==> src/sv/lmab_pkg.sv <==
// ----------------------------------------------------------------------------
// lmab_pkg
// Shared types and constants for the level monitor / alert blinker unit.
// ----------------------------------------------------------------------------
`timescale 1ns / 1ps
`default_nettype none

package lmab_pkg;

  localparam int LEVEL_W    = 12;
  localparam int BYTE_W     = 8;
  localparam int NIBBLE_W   = 4;
  localparam int PERIOD_W   = 16;
  localparam int REG_IDX_W  = 3;
  localparam int CFG_DATA_W = 16;

  localparam int COUNTER_BITS_DEF = 16;

  localparam logic [LEVEL_W-1:0]  LOW_THRESHOLD_RST = 12'd616;
  localparam logic [LEVEL_W-1:0]  ALARM_LEVEL_RST   = 12'd1859;
  localparam logic [BYTE_W-1:0]   ALERT_CODE_RST    = 8'hA5;
  localparam logic [BYTE_W-1:0]   CLEAR_CODE_RST    = 8'h00;
  localparam logic [PERIOD_W-1:0] LONG_PERIOD_RST   = 16'd1500;
  localparam logic [PERIOD_W-1:0] SHORT_PERIOD_RST  = 16'd500;

  // Item kinds
  localparam logic MODE_BYTE = 1'b0;
  localparam logic MODE_TICK = 1'b1;

  typedef enum logic [REG_IDX_W-1:0] {
    REG_LOW_THRESHOLD = 3'd0,
    REG_ALARM_LEVEL   = 3'd1,
    REG_ALERT_CODE    = 3'd2,
    REG_CLEAR_CODE    = 3'd3,
    REG_LONG_PERIOD   = 3'd4,
    REG_SHORT_PERIOD  = 3'd5
  } reg_idx_t;

  typedef struct packed {
    logic [LEVEL_W-1:0]  low_threshold;
    logic [LEVEL_W-1:0]  alarm_level;
    logic [BYTE_W-1:0]   alert_code;
    logic [BYTE_W-1:0]   clear_code;
    logic [PERIOD_W-1:0] long_period;
    logic [PERIOD_W-1:0] short_period;
  } cfg_t;

  typedef struct packed {
    logic              mode;
    logic [BYTE_W-1:0] data_byte;
  } item_t;

  typedef struct packed {
    logic               level_valid;
    logic [LEVEL_W-1:0] level;
    logic               send_valid;
    logic [BYTE_W-1:0]  send_byte;
    logic               led;
  } res_t;

endpackage

`default_nettype wire

==> src/sv/lmab_if.sv <==
// ----------------------------------------------------------------------------
// lmab_if
// Valid/ready channels: input items, result items and register writes.
// ----------------------------------------------------------------------------
`timescale 1ns / 1ps
`default_nettype none

interface lmab_in_if;
  logic                        valid;
  logic                        ready;
  logic                        mode;
  logic [lmab_pkg::BYTE_W-1:0] data_byte;
  modport source (output valid, mode, data_byte, input ready);
  modport sink   (input valid, mode, data_byte, output ready);
endinterface

interface lmab_out_if;
  logic                         valid;
  logic                         ready;
  logic                         level_valid;
  logic [lmab_pkg::LEVEL_W-1:0] level;
  logic                         send_valid;
  logic [lmab_pkg::BYTE_W-1:0]  send_byte;
  logic                         led;
  modport source (output valid, level_valid, level, send_valid, send_byte, led,
                  input ready);
  modport sink   (input valid, level_valid, level, send_valid, send_byte, led,
                  output ready);
endinterface

interface lmab_cfg_if;
  logic                            valid;
  logic                            ready;
  logic [lmab_pkg::REG_IDX_W-1:0]  index;
  logic [lmab_pkg::CFG_DATA_W-1:0] data;
  modport source (output valid, index, data, input ready);
  modport sink   (input valid, index, data, output ready);
endinterface

`default_nettype wire

==> src/sv/lmab_cfg_regs.sv <==
// ----------------------------------------------------------------------------
// lmab_cfg_regs
// Register bank for thresholds, codes and blink periods.
// ----------------------------------------------------------------------------
`timescale 1ns / 1ps
`default_nettype none

module lmab_cfg_regs (
  input  wire logic     clk,
  input  wire logic     rst,
  lmab_cfg_if.sink      cfg_ch,
  output lmab_pkg::cfg_t cfg
);

  lmab_pkg::cfg_t regs;
  lmab_pkg::cfg_t regs_next;

  assign cfg_ch.ready = 1'b1;
  assign cfg          = regs;

  always_comb begin
    regs_next = regs;
    if (cfg_ch.valid) begin
      case (lmab_pkg::reg_idx_t'(cfg_ch.index))
        lmab_pkg::REG_LOW_THRESHOLD:
          regs_next.low_threshold = cfg_ch.data[lmab_pkg::LEVEL_W-1:0];
        lmab_pkg::REG_ALARM_LEVEL:
          regs_next.alarm_level   = cfg_ch.data[lmab_pkg::LEVEL_W-1:0];
        lmab_pkg::REG_ALERT_CODE:
          regs_next.alert_code    = cfg_ch.data[lmab_pkg::BYTE_W-1:0];
        lmab_pkg::REG_CLEAR_CODE:
          regs_next.clear_code    = cfg_ch.data[lmab_pkg::BYTE_W-1:0];
        lmab_pkg::REG_LONG_PERIOD:
          regs_next.long_period   = cfg_ch.data[lmab_pkg::PERIOD_W-1:0];
        lmab_pkg::REG_SHORT_PERIOD:
          regs_next.short_period  = cfg_ch.data[lmab_pkg::PERIOD_W-1:0];
        default: ; // unmapped index: ignored
      endcase
    end
  end

  always_ff @(posedge clk) begin
    if (rst) begin
      regs.low_threshold <= lmab_pkg::LOW_THRESHOLD_RST;
      regs.alarm_level   <= lmab_pkg::ALARM_LEVEL_RST;
      regs.alert_code    <= lmab_pkg::ALERT_CODE_RST;
      regs.clear_code    <= lmab_pkg::CLEAR_CODE_RST;
      regs.long_period   <= lmab_pkg::LONG_PERIOD_RST;
      regs.short_period  <= lmab_pkg::SHORT_PERIOD_RST;
    end else begin
      regs <= regs_next;
    end
  end

endmodule

`default_nettype wire

==> src/sv/lmab_state.sv <==
// ----------------------------------------------------------------------------
// lmab_state
// Monitor state and the single-pass update for one item.
// ----------------------------------------------------------------------------
`timescale 1ns / 1ps
`default_nettype none

module lmab_state #(
  parameter int COUNTER_BITS = lmab_pkg::COUNTER_BITS_DEF
) (
  input  wire logic            clk,
  input  wire logic            rst,
  input  wire logic            advance,
  input  wire lmab_pkg::item_t item,
  input  wire lmab_pkg::cfg_t  cfg,
  output lmab_pkg::res_t       res
);

  localparam int CMP_W = (COUNTER_BITS > lmab_pkg::PERIOD_W) ? COUNTER_BITS
                                                              : lmab_pkg::PERIOD_W;

  logic                            byte_phase,    byte_phase_next;
  logic [lmab_pkg::NIBBLE_W-1:0]   high_nibble,   high_nibble_next;
  logic                            above_seen,    above_seen_next;
  logic                            alert_sent,    alert_sent_next;
  logic                            alarm_armed,   alarm_armed_next;
  logic                            blink_enabled, blink_enabled_next;
  logic                            led_state,     led_state_next;
  logic [COUNTER_BITS-1:0]         tick_count,    tick_count_next;
  logic                            short_phase,   short_phase_next;

  logic [lmab_pkg::LEVEL_W-1:0]    lvl;
  logic [lmab_pkg::PERIOD_W-1:0]   cmp;
  logic [COUNTER_BITS-1:0]         tick_inc;
  logic                            period_end;

  assign lvl        = {high_nibble, item.data_byte};
  assign cmp        = short_phase ? cfg.short_period : cfg.long_period;
  assign tick_inc   = tick_count + COUNTER_BITS'(1);
  assign period_end = CMP_W'(tick_inc) >= CMP_W'(cmp);

  always_comb begin
    byte_phase_next    = byte_phase;
    high_nibble_next   = high_nibble;
    above_seen_next    = above_seen;
    alert_sent_next    = alert_sent;
    alarm_armed_next   = alarm_armed;
    blink_enabled_next = blink_enabled;
    led_state_next     = led_state;
    tick_count_next    = tick_count;
    short_phase_next   = short_phase;
    res                = '0;

    if (item.mode == lmab_pkg::MODE_BYTE) begin
      if (!byte_phase) begin
        high_nibble_next = item.data_byte[lmab_pkg::NIBBLE_W-1:0];
        byte_phase_next  = 1'b1;
      end else begin
        byte_phase_next = 1'b0;
        res.level_valid = 1'b1;
        res.level       = lvl;
        if (lvl < cfg.low_threshold) begin
          if (above_seen) begin
            res.send_valid  = 1'b1;
            res.send_byte   = cfg.alert_code;
            above_seen_next = 1'b0;
            alert_sent_next = 1'b1;
          end
        end else begin
          above_seen_next = 1'b1;
          if (alert_sent) begin
            res.send_valid  = 1'b1;
            res.send_byte   = cfg.clear_code;
            alert_sent_next = 1'b0;
          end
        end
        if (lvl == cfg.alarm_level) begin
          if (alarm_armed) begin
            blink_enabled_next = 1'b1;
            alarm_armed_next   = 1'b0;
          end
        end else if (lvl < cfg.alarm_level) begin
          alarm_armed_next   = 1'b1;
          blink_enabled_next = 1'b0;
          led_state_next     = 1'b0;
          tick_count_next    = '0;
        end
      end
    end else begin
      if (period_end) begin
        tick_count_next = '0;
        if (blink_enabled) begin
          led_state_next   = ~led_state;
          short_phase_next = ~short_phase;
        end
      end else begin
        tick_count_next = tick_inc;
      end
    end

    res.led = led_state_next;
  end

  always_ff @(posedge clk) begin
    if (rst) begin
      byte_phase    <= 1'b0;
      high_nibble   <= '0;
      above_seen    <= 1'b0;
      alert_sent    <= 1'b0;
      alarm_armed   <= 1'b0;
      blink_enabled <= 1'b0;
      led_state     <= 1'b0;
      tick_count    <= '0;
      short_phase   <= 1'b0;
    end else if (advance) begin
      byte_phase    <= byte_phase_next;
      high_nibble   <= high_nibble_next;
      above_seen    <= above_seen_next;
      alert_sent    <= alert_sent_next;
      alarm_armed   <= alarm_armed_next;
      blink_enabled <= blink_enabled_next;
      led_state     <= led_state_next;
      tick_count    <= tick_count_next;
      short_phase   <= short_phase_next;
    end
  end

endmodule

`default_nettype wire

==> src/sv/level_monitor_alert_blinker_unit.sv <==
// Path: input register, then result register; a stall may hold it in between.
// Throughput: one item per cycle while out_ch.ready is high; the input register
//   refills in the same cycle it hands its item to the result register.
// Stalls: only a held result register (out_ch.ready low) stops the input side.
// Reset: synchronous, active high; clears all monitor state, both valid flags,
//   and loads the register bank with its default thresholds, codes and periods.
// ----------------------------------------------------------------------------
// level_monitor_alert_blinker_unit
// Assembles 12-bit levels from byte pairs, sends alert/clear codes on
// threshold crossings and blinks an LED from timer ticks on an armed alarm hit.
// ----------------------------------------------------------------------------
`timescale 1ns / 1ps
`default_nettype none

module level_monitor_alert_blinker_unit #(
  parameter int COUNTER_BITS = lmab_pkg::COUNTER_BITS_DEF
) (
  input  wire logic clk,
  input  wire logic rst,
  lmab_in_if.sink   in_ch,
  lmab_out_if.source out_ch,
  lmab_cfg_if.sink  cfg_ch
);

  // Input register: holds one accepted item until the state update runs.
  logic            in_valid;
  lmab_pkg::item_t in_item;

  // Result register.
  logic            out_valid;
  lmab_pkg::res_t  out_res;

  lmab_pkg::cfg_t  cfg;
  lmab_pkg::res_t  res;
  logic            advance;

  // The item in the input register is processed (state committed, result
  // captured) whenever the result register is empty or being drained.
  assign advance     = in_valid && (!out_valid || out_ch.ready);
  assign in_ch.ready = !in_valid || advance;

  always_ff @(posedge clk) begin
    if (rst) begin
      in_valid <= 1'b0;
    end else if (in_ch.ready) begin
      in_valid <= in_ch.valid;
    end
  end

  // Payload register, no reset needed.
  always_ff @(posedge clk) begin
    if (in_ch.valid && in_ch.ready) begin
      in_item.mode      <= in_ch.mode;
      in_item.data_byte <= in_ch.data_byte;
    end
  end

  always_ff @(posedge clk) begin
    if (rst) begin
      out_valid <= 1'b0;
    end else if (advance) begin
      out_valid <= 1'b1;
    end else if (out_ch.ready) begin
      out_valid <= 1'b0;
    end
  end

  always_ff @(posedge clk) begin
    if (advance) begin
      out_res <= res;
    end
  end

  lmab_cfg_regs u_cfg (
    .clk    (clk),
    .rst    (rst),
    .cfg_ch (cfg_ch),
    .cfg    (cfg)
  );

  // Level checks and tick counter: one pass per item.
  lmab_state #(
    .COUNTER_BITS (COUNTER_BITS)
  ) u_state (
    .clk     (clk),
    .rst     (rst),
    .advance (advance),
    .item    (in_item),
    .cfg     (cfg),
    .res     (res)
  );

  assign out_ch.valid       = out_valid;
  assign out_ch.level_valid = out_res.level_valid;
  assign out_ch.level       = out_res.level;
  assign out_ch.send_valid  = out_res.send_valid;
  assign out_ch.send_byte   = out_res.send_byte;
  assign out_ch.led         = out_res.led;

endmodule

`default_nettype wire

==> src/flat_wrapper.sv <==
// flat-port wrapper written by rule: the top's interface ports become plain ports
module level_monitor_alert_blinker_unit_flat 
#(
  parameter int COUNTER_BITS = lmab_pkg::COUNTER_BITS_DEF
)
  (clk, rst, in_ch_valid, in_ch_mode, in_ch_data_byte, in_ch_ready, out_ch_valid, out_ch_level_valid, out_ch_level, out_ch_send_valid, out_ch_send_byte, out_ch_led, out_ch_ready, cfg_ch_valid, cfg_ch_index, cfg_ch_data, cfg_ch_ready);
  lmab_in_if in_ch_i ();
  lmab_out_if out_ch_i ();
  lmab_cfg_if cfg_ch_i ();
  input  wire logic clk;
  input  wire logic rst;
  input wire logic [$bits(in_ch_i.valid)-1:0] in_ch_valid;
  input wire logic [$bits(in_ch_i.mode)-1:0] in_ch_mode;
  input wire logic [$bits(in_ch_i.data_byte)-1:0] in_ch_data_byte;
  output wire logic [$bits(in_ch_i.ready)-1:0] in_ch_ready;
  output wire logic [$bits(out_ch_i.valid)-1:0] out_ch_valid;
  output wire logic [$bits(out_ch_i.level_valid)-1:0] out_ch_level_valid;
  output wire logic [$bits(out_ch_i.level)-1:0] out_ch_level;
  output wire logic [$bits(out_ch_i.send_valid)-1:0] out_ch_send_valid;
  output wire logic [$bits(out_ch_i.send_byte)-1:0] out_ch_send_byte;
  output wire logic [$bits(out_ch_i.led)-1:0] out_ch_led;
  input wire logic [$bits(out_ch_i.ready)-1:0] out_ch_ready;
  input wire logic [$bits(cfg_ch_i.valid)-1:0] cfg_ch_valid;
  input wire logic [$bits(cfg_ch_i.index)-1:0] cfg_ch_index;
  input wire logic [$bits(cfg_ch_i.data)-1:0] cfg_ch_data;
  output wire logic [$bits(cfg_ch_i.ready)-1:0] cfg_ch_ready;
  assign in_ch_i.valid = in_ch_valid;
  assign in_ch_i.mode = in_ch_mode;
  assign in_ch_i.data_byte = in_ch_data_byte;
  assign in_ch_ready = in_ch_i.ready;
  assign out_ch_valid = out_ch_i.valid;
  assign out_ch_level_valid = out_ch_i.level_valid;
  assign out_ch_level = out_ch_i.level;
  assign out_ch_send_valid = out_ch_i.send_valid;
  assign out_ch_send_byte = out_ch_i.send_byte;
  assign out_ch_led = out_ch_i.led;
  assign out_ch_i.ready = out_ch_ready;
  assign cfg_ch_i.valid = cfg_ch_valid;
  assign cfg_ch_i.index = cfg_ch_index;
  assign cfg_ch_i.data = cfg_ch_data;
  assign cfg_ch_ready = cfg_ch_i.ready;
  level_monitor_alert_blinker_unit #(.COUNTER_BITS(COUNTER_BITS)) u_core (.clk(clk), .rst(rst), .in_ch(in_ch_i), .out_ch(out_ch_i), .cfg_ch(cfg_ch_i));
endmodule
==> config.mk <==
export PLATFORM = sky130hd
export DESIGN_NAME = level_monitor_alert_blinker_unit_flat
export DESIGN_NICKNAME = d
export VERILOG_FILES = /design/src/sv/lmab_pkg.sv /design/src/sv/lmab_if.sv /design/src/sv/lmab_cfg_regs.sv /design/src/sv/lmab_state.sv /design/src/sv/level_monitor_alert_blinker_unit.sv /design/src/flat_wrapper.sv
export SDC_FILE = /design/constraint.sdc
export NUM_CORES = 1
export LEC_CHECK = 0
export ABC_AREA = 1
export BUFFER_PORTS_ARGS = -buffer_cell sky130_fd_sc_hd__buf_2
export CAP_MARGIN = 40
export CORE_MARGIN = 5
export CORE_UTILIZATION = 30
export DETAILED_ROUTE_END_ITERATION = 7
export PLACE_DENSITY = 0.51
export SYNTH_ARGS = -nofsm -noshare
export SYNTH_HDL_FRONTEND = slang
export SYNTH_SLANG_ARGS = --single-unit
==> constraint.sdc <==
create_clock -name clk -period 2.84 [get_ports clk]
set_input_delay 0.142 -clock clk [delete_from_list [all_inputs] [get_ports clk]]
set_output_delay 0.142 -clock clk [all_outputs]
set_load 0.02 [all_outputs]
* Word-level counts from Yosys, hierarchy flattened
Index checks and enable logic that the tools add are counted.
** Storage, ports and cells
- Register bits after elaboration :: 133
- Latch bits :: 0
- RAM bits :: 0
- Bits in read-only memories :: 0
- Input bits :: 33
- Output and inout bits :: 26
- Word-level logic and storage cells :: 94
- Memories :: 0
** Operators by class
- Add/sub/neg operators :: 1
- Multipliers :: 0
- Divide/modulo/power cells :: 0
- $lt $le $gt $ge :: 3
- Equality and inequality tests :: 9
- Shifts and indexed selects :: 0
- Muxes and demuxes :: 27
- Bitwise gates (word level) :: 4
- Reductions and logical operators :: 26
** Operators by type and width (count)
- $mux 16 :: 6
- $mux 9 :: 3
- $lt 12x12->1 :: 2
- $mux 22 :: 1
- $mux 1 :: 17
- $add 16x1->16 const B :: 1
- $ge 16x16->1 :: 1
- $reduce_and 4->1 :: 4
- $reduce_and 2->1 :: 7
- $eq 12x12->1 :: 1
- $reduce_bool 2->1 :: 4
- $eq 3x2->1 const B :: 2
- $eq 3x3->1 const B :: 2
- $reduce_and 3->1 :: 2
- $reduce_and 5->1 :: 1
- $ne 2x2->1 const B :: 2
- $not 1->1 :: 4
- $eq 3x1->1 const B :: 1
- $logic_not 3->1 :: 1
- $logic_and 1x1->1 :: 2
- $logic_not 1->1 :: 2
- $logic_or 1x1->1 :: 2
- $ne 2x1->1 const B :: 1
- $reduce_or 2->1 :: 1

* Logic depth before layout (Yosys ltp)
Gate-level depths: netlist of run 1.
- Depth in word-level cells :: 5
- Depth in mapped cells :: 20
- Depth with buffers taken out :: 20

* Modules after synthesis
From an unflattened synthesis of run 1, not the netlist that was laid out.
** Unflattened totals
- Cells, all modules :: 884
- Area, all modules :: 6786.5 µm²
** Modules (own cells, without submodules)
- lmab_state :: instances 1, cells each 443, area an instance 2909.0 µm², sequential area each 540.5 µm²
- lmab_cfg_regs :: instances 1, cells each 397, area an instance 2825.2 µm², sequential area each 1441.4 µm²
- level_monitor_alert_blinker_unit :: instances 1, cells each 44, area an instance 1052.3 µm², sequential area each 1001.0 µm²

* Least setup slack after synthesis of run 1
OpenSTA, ideal clock, no wires.
- Path kind :: register to register
- Start point :: reg u_core.u_state.tick_count[0]
- End point :: reg u_core.u_state.tick_count[0]
- Library setup time :: 0.064 ns
- Data arrival time :: 2.400 ns
- Required time :: 2.776 ns
- Setup slack :: 0.376 ns
- Cell stages (with the launch flop) :: 18
- Path buffers :: 1
- Period minus slack after synthesis :: 2.464 ns
- Cell sequence :: dfxtp_1 -> ha_1 -> nand2_1 -> nor2_2 -> nand2_1 -> nor2_2 -> nand2_1 -> xor2_1 -> inv_1 -> ha_1 -> nand2_1 -> o21ai_0 -> a21oi_1 -> nand3_1 -> clkbuf_1 -> o21ai_0 -> nand2_1 -> nor2_1
** On the way
- Word-level cells in the longest chain between the ends :: 4
** RTL lines
- start: declaration :: line lmab_state.sv:29 : logic [COUNTER_BITS-1:0] tick_count, tick_count_next;
- start signal: assignment :: line lmab_state.sv:123 : tick_count <= tick_count_next;
- $add 16x1->16 * :: line lmab_state.sv:39 : assign tick_inc = tick_count + COUNTER_BITS'(1);
- $ge 16x16->1 :: line lmab_state.sv:40 : assign period_end = CMP_W'(tick_inc) >= CMP_W'(cmp);
- $mux 16 * :: line lmab_state.sv:90 : if (period_end) begin
- $mux 16 * :: line lmab_state.sv:54 : if (item.mode == lmab_pkg::MODE_BYTE) begin
Every way passes the cells marked *; elsewhere a longest branch is shown, timed or not.
A chain may end at the register's enable or synchronous reset.

* Final worst setup path of run 1
- Start point :: reg u_core.u_state.tick_count[0]
- End point :: reg u_core.u_state.tick_count[5]
The elaborated chain is that of the path after synthesis.

==> impl_metrics.xml, run 1 <==
<?xml version="1.0" encoding="UTF-8"?>
<metrics>
  <group name="timing">
    <metric name="worst-slew-pin-transition" unit="ps">623.8</metric>
    <metric name="final_min_period_over_clock_period" unit="%">92.13</metric>
    <metric name="fin_skew" unit="ps">8.160</metric>
    <metric name="final_critical_path_setup_slack" unit="ps">223.4</metric>
    <metric name="setup_viol_count_final" unit="">0</metric>
    <metric name="fmaxAchievable" unit="GHz">0.3822</metric>
    <metric name="hold_violations" unit="">0</metric>
    <metric name="finalWorstPathRequiredPeriod" unit="ps">2617</metric>
    <metric name="slew_viol_final" unit="">0</metric>
    <metric name="slew_headroom" unit="%">58.35</metric>
    <metric name="grt_setup_unrepaired" unit="">true</metric>
  </group>
  <group name="setup_path">
    <metric name="timing.setup.critical_path_class" unit="">flip-flop to flip-flop</metric>
    <metric name="cp-start-kind" unit="">flip-flop</metric>
    <metric name="timing.reg2reg.setup_slack" unit="ps">220</metric>
    <metric name="crit-reg2reg-capture" unit="">u_core.u_state.tick_count[5]</metric>
    <metric name="critical_path_peak_fanout" unit="">6</metric>
    <metric name="arrival_time_of_data_at_the_critical_path_endpoint" unit="ps">2970</metric>
    <metric name="r2r_start" unit="">u_core.u_state.tick_count[0]</metric>
    <metric name="cp-end-kind" unit="">flip-flop</metric>
    <metric name="reg2reg_depth" unit="">17</metric>
    <metric name="cp_data_required_time" unit="ps">3190</metric>
  </group>
  <group name="final_layout">
    <metric name="area_growth" unit="%">23.02</metric>
    <metric name="layout-drive-gt1-share" unit="%">13.65</metric>
    <metric name="finished_layout_cell_area" unit="sq um">7884</metric>
    <metric name="finalNetCount" unit="">961</metric>
    <metric name="antenna_cells_inserted" unit="">0</metric>
    <metric name="fillers" unit="">2147</metric>
  </group>
  <group name="placed_design">
    <metric name="dp_worst_setup_slack" unit="ps">110.3</metric>
    <metric name="finalWeightedCongestion" unit="">0.8122</metric>
    <metric name="placedInstanceArea" unit="sq um">7042</metric>
    <metric name="detailedPlacementHpwl" unit="um">11320</metric>
    <metric name="placement.io_buffers" unit="">57</metric>
  </group>
  <group name="pwr">
    <metric name="static-leakage-power" unit="nW">3.540</metric>
    <metric name="p_per_area" unit="nW/um^2">615.3</metric>
    <metric name="power.internal" unit="mW">3.671</metric>
    <metric name="power_frac_clock" unit="%">48.1</metric>
    <metric name="flop_pwr_share" unit="%">42.6</metric>
    <metric name="power.share.switching" unit="%">24.32</metric>
    <metric name="p_switching" unit="mW">1.180</metric>
    <metric name="worst_ir_drop_vdd" unit="V">0.0003756</metric>
    <metric name="p_comb_share" unit="%">9.3</metric>
  </group>
  <group name="floorplan">
    <metric name="num_io_pins" unit="">59</metric>
    <metric name="effective_utilization_at_floorplan" unit="%">30.49</metric>
    <metric name="die_area" unit="sq um">24380</metric>
    <metric name="die_x" unit="um">156.2</metric>
    <metric name="die_h" unit="um">156.2</metric>
    <metric name="placementRows" unit="">53</metric>
    <metric name="core_area" unit="sq um">21020</metric>
  </group>
  <group name="grt">
    <metric name="total_grt_overflow" unit="">0</metric>
    <metric name="grt.total_usage" unit="%">13.05</metric>
    <metric name="grt_antenna_before_repair" unit="">0</metric>
    <metric name="grt_pass1_wl" unit="um">25320</metric>
    <metric name="grt_max_degree" unit="">57</metric>
    <metric name="first_global_vias" unit="">4930</metric>
  </group>
  <group name="worst_hold_path">
    <metric name="min-delay-path-class" unit="">primary input to flip-flop</metric>
    <metric name="hold_path_startpoint" unit="">cfg_ch_data[9]</metric>
    <metric name="worstHoldPathCells" unit="">3</metric>
    <metric name="hold-path-endpoint" unit="">u_core.u_cfg.cfg[57]</metric>
  </group>
  <group name="run_status">
    <metric name="status" unit="">finished clean</metric>
  </group>
  <group name="clocking">
    <metric name="htree_levels" unit="">4</metric>
    <metric name="cts_root_buffer" unit="">clkbuf_16</metric>
    <metric name="clock_latency" unit="ps">420</metric>
    <metric name="cts.path.max_buffers" unit="">2</metric>
    <metric name="cts_num_sinks" unit="">133</metric>
    <metric name="cts_tree" unit="">yes</metric>
    <metric name="number_of_buffers_added_by_the_clock_tree_synthesis_step" unit="">17</metric>
    <metric name="worst_setup_hold_path_clk_slew" unit="ps">60</metric>
  </group>
  <group name="synth">
    <metric name="yosysSeqAreaShare" unit="%">46.54</metric>
    <metric name="synthesis.instances" unit="">808</metric>
    <metric name="post_synth_num_cell_types" unit="">30</metric>
    <metric name="synth_seq_cells" unit="">133</metric>
    <metric name="synth.yosys.warnings" unit="">0</metric>
    <metric name="synth-async-reset-ratio" unit="%">0</metric>
    <metric name="mappedNetlistArea" unit="sq um">6409</metric>
    <metric name="synth_area_per_cell" unit="sq um">7.931</metric>
    <metric name="mappedNetlistNets" unit="">881</metric>
    <metric name="synth_ff_type" unit="">dfxtp_1</metric>
    <metric name="synth_enable_flop_cells" unit="">32</metric>
  </group>
  <group name="route">
    <metric name="detail_route.drc_violations" unit="">0</metric>
    <metric name="via_per_inst" unit="">4.480</metric>
    <metric name="detail_route.wl_per_cell" unit="um">13.25</metric>
    <metric name="detailedRoute.firstIterationViolations" unit="">306</metric>
    <metric name="ant_nets" unit="">0</metric>
    <metric name="drt_first_pass_iters" unit="">5</metric>
    <metric name="vias" unit="">5268</metric>
    <metric name="wirelength" unit="um">15580</metric>
  </group>
  <group name="run">
    <metric name="max-cap-violations" unit="">0</metric>
  </group>
</metrics>
[cell families after synthesis]
group	Yosys count	synth area share, %
AOI/OAI and AO/OA	152	12.38
xor gates and xnor gates	14	1.913
adders and majority gates	40	7.809
buffers and inverters	144	8.629
DFF	133	46.54
muxes	15	2.343
other	1	0.05851
and+or+nand+nor	309	20.32
[routing by layer]
metal / share of wire (%) / GRT usage, % / routed length (um) / vias up
met3: 3.4 / 2.663 / 527 / 16
met5: 0 / 0 / 0 / -
met1: 51 / 18.19 / 7893 / 2372
met4: 1.4 / 4.504 / 217 / 0
met2: 45 / 20.16 / 6940 / 73
li1: - / - / - / 2807
[critical path, cell delays in order (launching register included)]
cell	delay, ps
dfxtp_4	370
ha_2	180
nand2_1	60
nor2_2	120
nand2_1	110
nor2_2	140
nand2_1	80
xor2_1	190
inv_1	70
ha_1	280
nand2_1	90
o21ai_0	120
a21oi_2	170
nand3_2	120
buf_4	180
o21ai_0	140
inv_1	50
nor2_1	90
[worst max path at each step]
| stage | from | end | slack, ps | cells past startpoint |
|---|---|---|---|---|
| after CTS | u_core.u_state.tick_count[0] | u_core.u_state.tick_count[11] | 90 | 16 |
| after floorplan | u_core.u_state.tick_count[0] | u_core.u_state.tick_count[0] | 380 | 17 |
| after global routing | u_core.u_state.tick_count[2] | u_core.u_state.tick_count[11] | -20 | 16 |
| after global placement | u_core.u_state.tick_count[0] | u_core.u_state.tick_count[6] | 180 | 16 |
| after detailed placement | u_core.u_state.tick_count[0] | u_core.u_state.tick_count[7] | 110 | 16 |
| final | u_core.u_state.tick_count[0] | u_core.u_state.tick_count[5] | 220 | 17 |
[layout by cell type (no fill, tap or decap), types with 2 or more instances in the layout]
cell type / Yosys / final
o21ai_1: 1 / 7
bufinv_16: 0 / 4
nand3_1: 42 / 41
inv_1: 114 / 112
a21oi_2: 1 / 2
dfxtp_2: 0 / 3
inv_2: 1 / 3
o21ai_0: 79 / 73
ha_1: 40 / 39
clkinv_4: 0 / 2
nor2_1: 102 / 101
nand2_1: 135 / 134
buf_4: 2 / 13
mux2i_1: 15 / 15
clkinv_1: 0 / 3
dfxtp_1: 101 / 97
nor2_2: 5 / 5
inv_6: 0 / 2
nand4_1: 7 / 7
xor2_1: 14 / 13
nor3_1: 5 / 5
clkbuf_16: 0 / 17
nand2_2: 2 / 3
a21oi_1: 59 / 58
buf_2: 3 / 57
edfxtp_1: 32 / 32
dlygate4sd3_1: 0 / 18
nand3b_1: 9 / 9
o211ai_1: 10 / 10
[final cells by class]
class / instances / area, sq um / share of cell area (%)
timing repair buffer: 90 / 594.3 / 7.538
tap: 275 / 344.1 / 4.364
inverter: 115 / 431.7 / 5.475
sequential: 133 / 2990 / 37.93
multi-input combinational: 531 / 2902 / 36.80
clock inverter: 13 / 178.9 / 2.269
clock buffer: 19 / 442.9 / 5.618
[timing repair]
item,4_1_cts,5_1_grt
hold buffers,18,0
endpoints found under the hold margin,27,0
setup endpoints to repair,0,19
resized for setup,0,19
buffers inserted,0,0
[metrics by stage]
step	power [mW]	setup TNS, ps	hold WS [ps]	std cells	utilization (%)
6_report	4.851	0	16.15	1176	37.50
5_1_grt	5.074	-52.54	33.57	1176	37.50
4_1_cts	4.902	0	7.309	1176	37.31
3_5_place_dp	2.536	0	320.9	1126	33.50
3_3_place_gp	2.535	0	319.6	1126	33.50
2_1_floorplan	2.376	0	211.1	808	-
[flip-flops by register name, indices dropped and copies added, names as in the netlist]
signal / flops
u_core.u_cfg.cfg: 72
u_core.u_state.tick_count: 16
u_core.out_ch.level: 12
u_core.in_item: 9
u_core.out_ch.send_byte: 8
u_core.u_state.high_nibble: 4
u_core.in_valid: 1
u_core.out_ch.led: 1
u_core.out_ch.level_valid: 1
u_core.out_ch.send_valid: 1
u_core.out_ch.valid: 1
u_core.u_state.above_seen: 1
u_core.u_state.alarm_armed: 1
u_core.u_state.alert_sent: 1
u_core.u_state.blink_enabled: 1
u_core.u_state.byte_phase: 1
u_core.u_state.led_state: 1
u_core.u_state.short_phase: 1
[power groups by stage]
stage | logic [mW] | registers (mW) | clock network, mW
finish | 0.451 | 2.07 | 2.33
global route | 0.518 | 2.08 | 2.48
floorplan | 0.263 | 2.11 | 0
global placement | 0.429 | 2.11 | 0
CTS | 0.452 | 2.07 | 2.38
detailed placement | 0.430 | 2.11 | 0
[cells in the mapped netlist, types with 9 or more instances]
master	count	area [sq um]
a21oi_1	59	295.3
xor2_1	14	122.6
clkbuf_1	22	82.58
nor2_1	102	382.9
nand3b_1	9	67.56
o21ai_0	79	395.4
dfxtp_1	101	2022
ha_1	40	500.5
edfxtp_1	32	960.9
nand3_1	42	210.2
o211ai_1	10	75.07
mux2i_1	15	150.1
nand2_1	135	506.7
inv_1	114	427.9
(Power assumes the default switching activity.)
==> run 2, diff against run 1 <==
- CELL_PAD_IN_SITES_DETAIL_PLACEMENT: not set -> 1
- CELL_PAD_IN_SITES_GLOBAL_PLACEMENT: not set -> 2
- PLACE_DENSITY: 0.51 -> 0.74
==> impl_metrics.xml, run 2 (synthesized netlist as in run 1, its figures left out) <==
<?xml version="1.0" encoding="UTF-8"?>
<metrics>
  <group name="run_status">
    <metric name="status" unit="">finished clean</metric>
  </group>
  <group name="setup_path">
    <metric name="cp-start-kind" unit="">flip-flop</metric>
    <metric name="number_of_cells_on_the_critical_path" unit="">17</metric>
    <metric name="cp_data_required_time" unit="ps">3020</metric>
    <metric name="timing.reg2reg.setup_slack" unit="ps">190</metric>
    <metric name="cpPeakStageDelay" unit="ps">380</metric>
    <metric name="critical_path_peak_fanout" unit="">5</metric>
    <metric name="r2r_start" unit="">u_core.u_state.tick_count[0]</metric>
    <metric name="worst_setup_path_endpoint" unit="">u_core.out_ch.led</metric>
    <metric name="cpLargestDelayFamily" unit="">simple AND/OR/NAND/NOR gates</metric>
    <metric name="arrival_time_of_data_at_the_critical_path_endpoint" unit="ps">2840</metric>
    <metric name="reg2reg_depth" unit="">17</metric>
    <metric name="crit-reg2reg-capture" unit="">u_core.out_ch.led</metric>
    <metric name="timing.critical_path.from" unit="">u_core.u_state.tick_count[0]</metric>
    <metric name="timing.setup.critical_path_class" unit="">flip-flop to flip-flop</metric>
    <metric name="cp_common_cell" unit="">nand2_1</metric>
    <metric name="timing.critical_path.buf_inv" unit="">2</metric>
    <metric name="crit_path_cell_trace" unit="">ha_4 &gt; nand2_1 &gt; nor2_4 &gt; nand2_2 &gt; nor2_4 &gt; nand2_2 &gt; xor2_2 &gt; inv_1 &gt; ha_1 &gt; nand2_2 &gt; o21ai_0 &gt; a21oi_1 &gt; nand2_1 &gt; nand2_1 &gt; nand2_1 &gt; nand2_1 &gt; inv_1</metric>
    <metric name="timing.critical_path.slowest_stage_cell" unit="">dfxtp_4</metric>
    <metric name="cp-end-kind" unit="">flip-flop</metric>
  </group>
  <group name="route">
    <metric name="drt_first_pass_iters" unit="">4</metric>
    <metric name="ant_nets" unit="">0</metric>
    <metric name="detailedRoute.firstIterationViolations" unit="">227</metric>
    <metric name="detail_route.drc_violations" unit="">0</metric>
    <metric name="detail_route.wl_per_cell" unit="um">15.93</metric>
    <metric name="via_per_inst" unit="">4.616</metric>
    <metric name="vias" unit="">5452</metric>
    <metric name="wirelength" unit="um">18810</metric>
  </group>
  <group name="final_layout">
    <metric name="seqCellArea" unit="sq um">2999</metric>
    <metric name="finalNetCount" unit="">966</metric>
    <metric name="layout.cells.most_common_list" unit="">nand2_1, inv_1, nor2_1</metric>
    <metric name="area_growth" unit="%">24.70</metric>
    <metric name="mostFrequentLayoutCell" unit="">nand2_1</metric>
    <metric name="final-instance-count-excl-fill" unit="">1181</metric>
    <metric name="largest_reg_flops" unit="">72</metric>
    <metric name="area_taken_by_multi_input_logic_gates" unit="sq um">2965</metric>
    <metric name="fillers" unit="">2536</metric>
    <metric name="antenna_cells_inserted" unit="">0</metric>
    <metric name="layout-drive-gt1-share" unit="%">16.00</metric>
  </group>
  <group name="floorplan">
    <metric name="num_io_pins" unit="">59</metric>
    <metric name="placementRows" unit="">53</metric>
    <metric name="die_x" unit="um">156.2</metric>
    <metric name="effective_utilization_at_floorplan" unit="%">30.49</metric>
    <metric name="die_area" unit="sq um">24380</metric>
    <metric name="core_area" unit="sq um">21020</metric>
    <metric name="die_h" unit="um">156.2</metric>
  </group>
  <group name="clocking">
    <metric name="cts_num_sinks" unit="">133</metric>
    <metric name="clock_latency" unit="ps">430</metric>
    <metric name="worst_setup_hold_path_clk_slew" unit="ps">60</metric>
    <metric name="cts_tree" unit="">yes</metric>
    <metric name="cts.path.max_buffers" unit="">2</metric>
    <metric name="number_of_buffers_added_by_the_clock_tree_synthesis_step" unit="">17</metric>
    <metric name="htree_levels" unit="">4</metric>
    <metric name="cts_root_buffer" unit="">clkbuf_16</metric>
  </group>
  <group name="placed_design">
    <metric name="dp_cells" unit="">1128</metric>
    <metric name="placement.io_buffers" unit="">57</metric>
    <metric name="detailedPlacementHpwl" unit="um">13490</metric>
    <metric name="finalWeightedCongestion" unit="">0.8027</metric>
  </group>
  <group name="run">
    <metric name="max-cap-violations" unit="">0</metric>
  </group>
  <group name="grt">
    <metric name="grt_pass1_wl" unit="um">30150</metric>
    <metric name="total_grt_overflow" unit="">0</metric>
    <metric name="first_global_vias" unit="">5445</metric>
    <metric name="grt_antenna_before_repair" unit="">0</metric>
    <metric name="grt.total_usage" unit="%">15.95</metric>
    <metric name="grt_max_degree" unit="">63</metric>
  </group>
  <group name="pwr">
    <metric name="worst_ir_drop_vdd" unit="V">0.0003984</metric>
    <metric name="p_per_area" unit="nW/um^2">599.7</metric>
    <metric name="static-leakage-power" unit="nW">3.590</metric>
  </group>
  <group name="timing">
    <metric name="finalWorstPathRequiredPeriod" unit="ps">2653</metric>
    <metric name="slew_viol_final" unit="">0</metric>
    <metric name="fin_skew" unit="ps">11.12</metric>
    <metric name="grt_setup_unrepaired" unit="">true</metric>
    <metric name="final_min_period_over_clock_period" unit="%">93.43</metric>
    <metric name="hold_violations" unit="">0</metric>
    <metric name="worst-slew-pin-transition" unit="ps">715.0</metric>
    <metric name="setup_viol_count_final" unit="">0</metric>
    <metric name="fmaxAchievable" unit="GHz">0.3769</metric>
    <metric name="whs" unit="ps">7.986</metric>
    <metric name="slew_headroom" unit="%">52.20</metric>
  </group>
  <group name="worst_hold_path">
    <metric name="min-delay-path-class" unit="">primary input to flip-flop</metric>
  </group>
</metrics>
==> run 2: metrics by stage <==
stage | setup TNS, ps | cell area (sq um) | power, mW | util, % | setup WS (ps)
after global placement | 0 | 7069 | 2.560 | 33.63 | 73.66
after global routing | -255.7 | 7991 | 5.000 | 38.02 | -53.15
final | 0 | 7991 | 4.792 | 38.02 | 186.7
after detailed placement | 0 | 7069 | 2.569 | 33.63 | 0.7820
after floorplan | 0 | 6409 | 2.376 | - | 375.7
after CTS | 0 | 7860 | 4.844 | 37.39 | 29.21
==> run 2: cell type report <==
type | instances | area share, %
inverter | 115 | 5.433
sequential | 133 | 37.53
clock buffer | 17 | 5.323
tap | 275 | 4.306
multi-input combinational | 531 | 37.11
clock inverter | 15 | 2.239
timing repair buffer | 95 | 8.063
==> run 2: what timing repair did <==
action                                 CTS  global route
hold buffers                            18             0
cloned                                   0             0
endpoints found under the hold margin   25             0
setup endpoints to repair                5            19
pin swaps                                0             7
setup buffers                            0             3
gates resized for setup                  2            39
==> run 2: worst min-delay path by stage <==
stage	from	end	slack (ps)	depth (start not counted)
finish	cfg_ch_data[10]	u_core.u_cfg.cfg[26]	8	3
global route	cfg_ch_data[10]	u_core.u_cfg.cfg[26]	30	3
CTS	cfg_ch_data[10]	u_core.u_cfg.cfg[26]	6	3
detailed placement	in_ch_data_byte[6]	u_core.in_item[6]	320	1
global placement	in_ch_data_byte[4]	u_core.in_item[4]	320	1
floorplan	rst	u_core.in_valid	210	1
==> run 2: worst min-delay path: stages <==
cell	delay, ps
buf_2	130
nand2_1	60
nand3_1	70
==> run 2: metal layers <==
| metal | routed length [um] | vias to the layer above | track usage, % |
|---|---|---|---|
| li1 | - | 2805 | - |
| met1 | 9854 | 2552 | 23.42 |
| met2 | 8077 | 78 | 23.75 |
| met3 | 624 | 17 | 2.968 |
| met4 | 252 | 0 | 4.917 |
| met5 | 0 | - | 0 |
==> run 2: report_power, final <==
part	switching, mW	leakage, nW	internal, mW
sequential	0.0563	1.13	2.02
clock	0.975	0.288	1.26
combinational	0.309	2.17	0.172
total	1.34	3.59	3.45
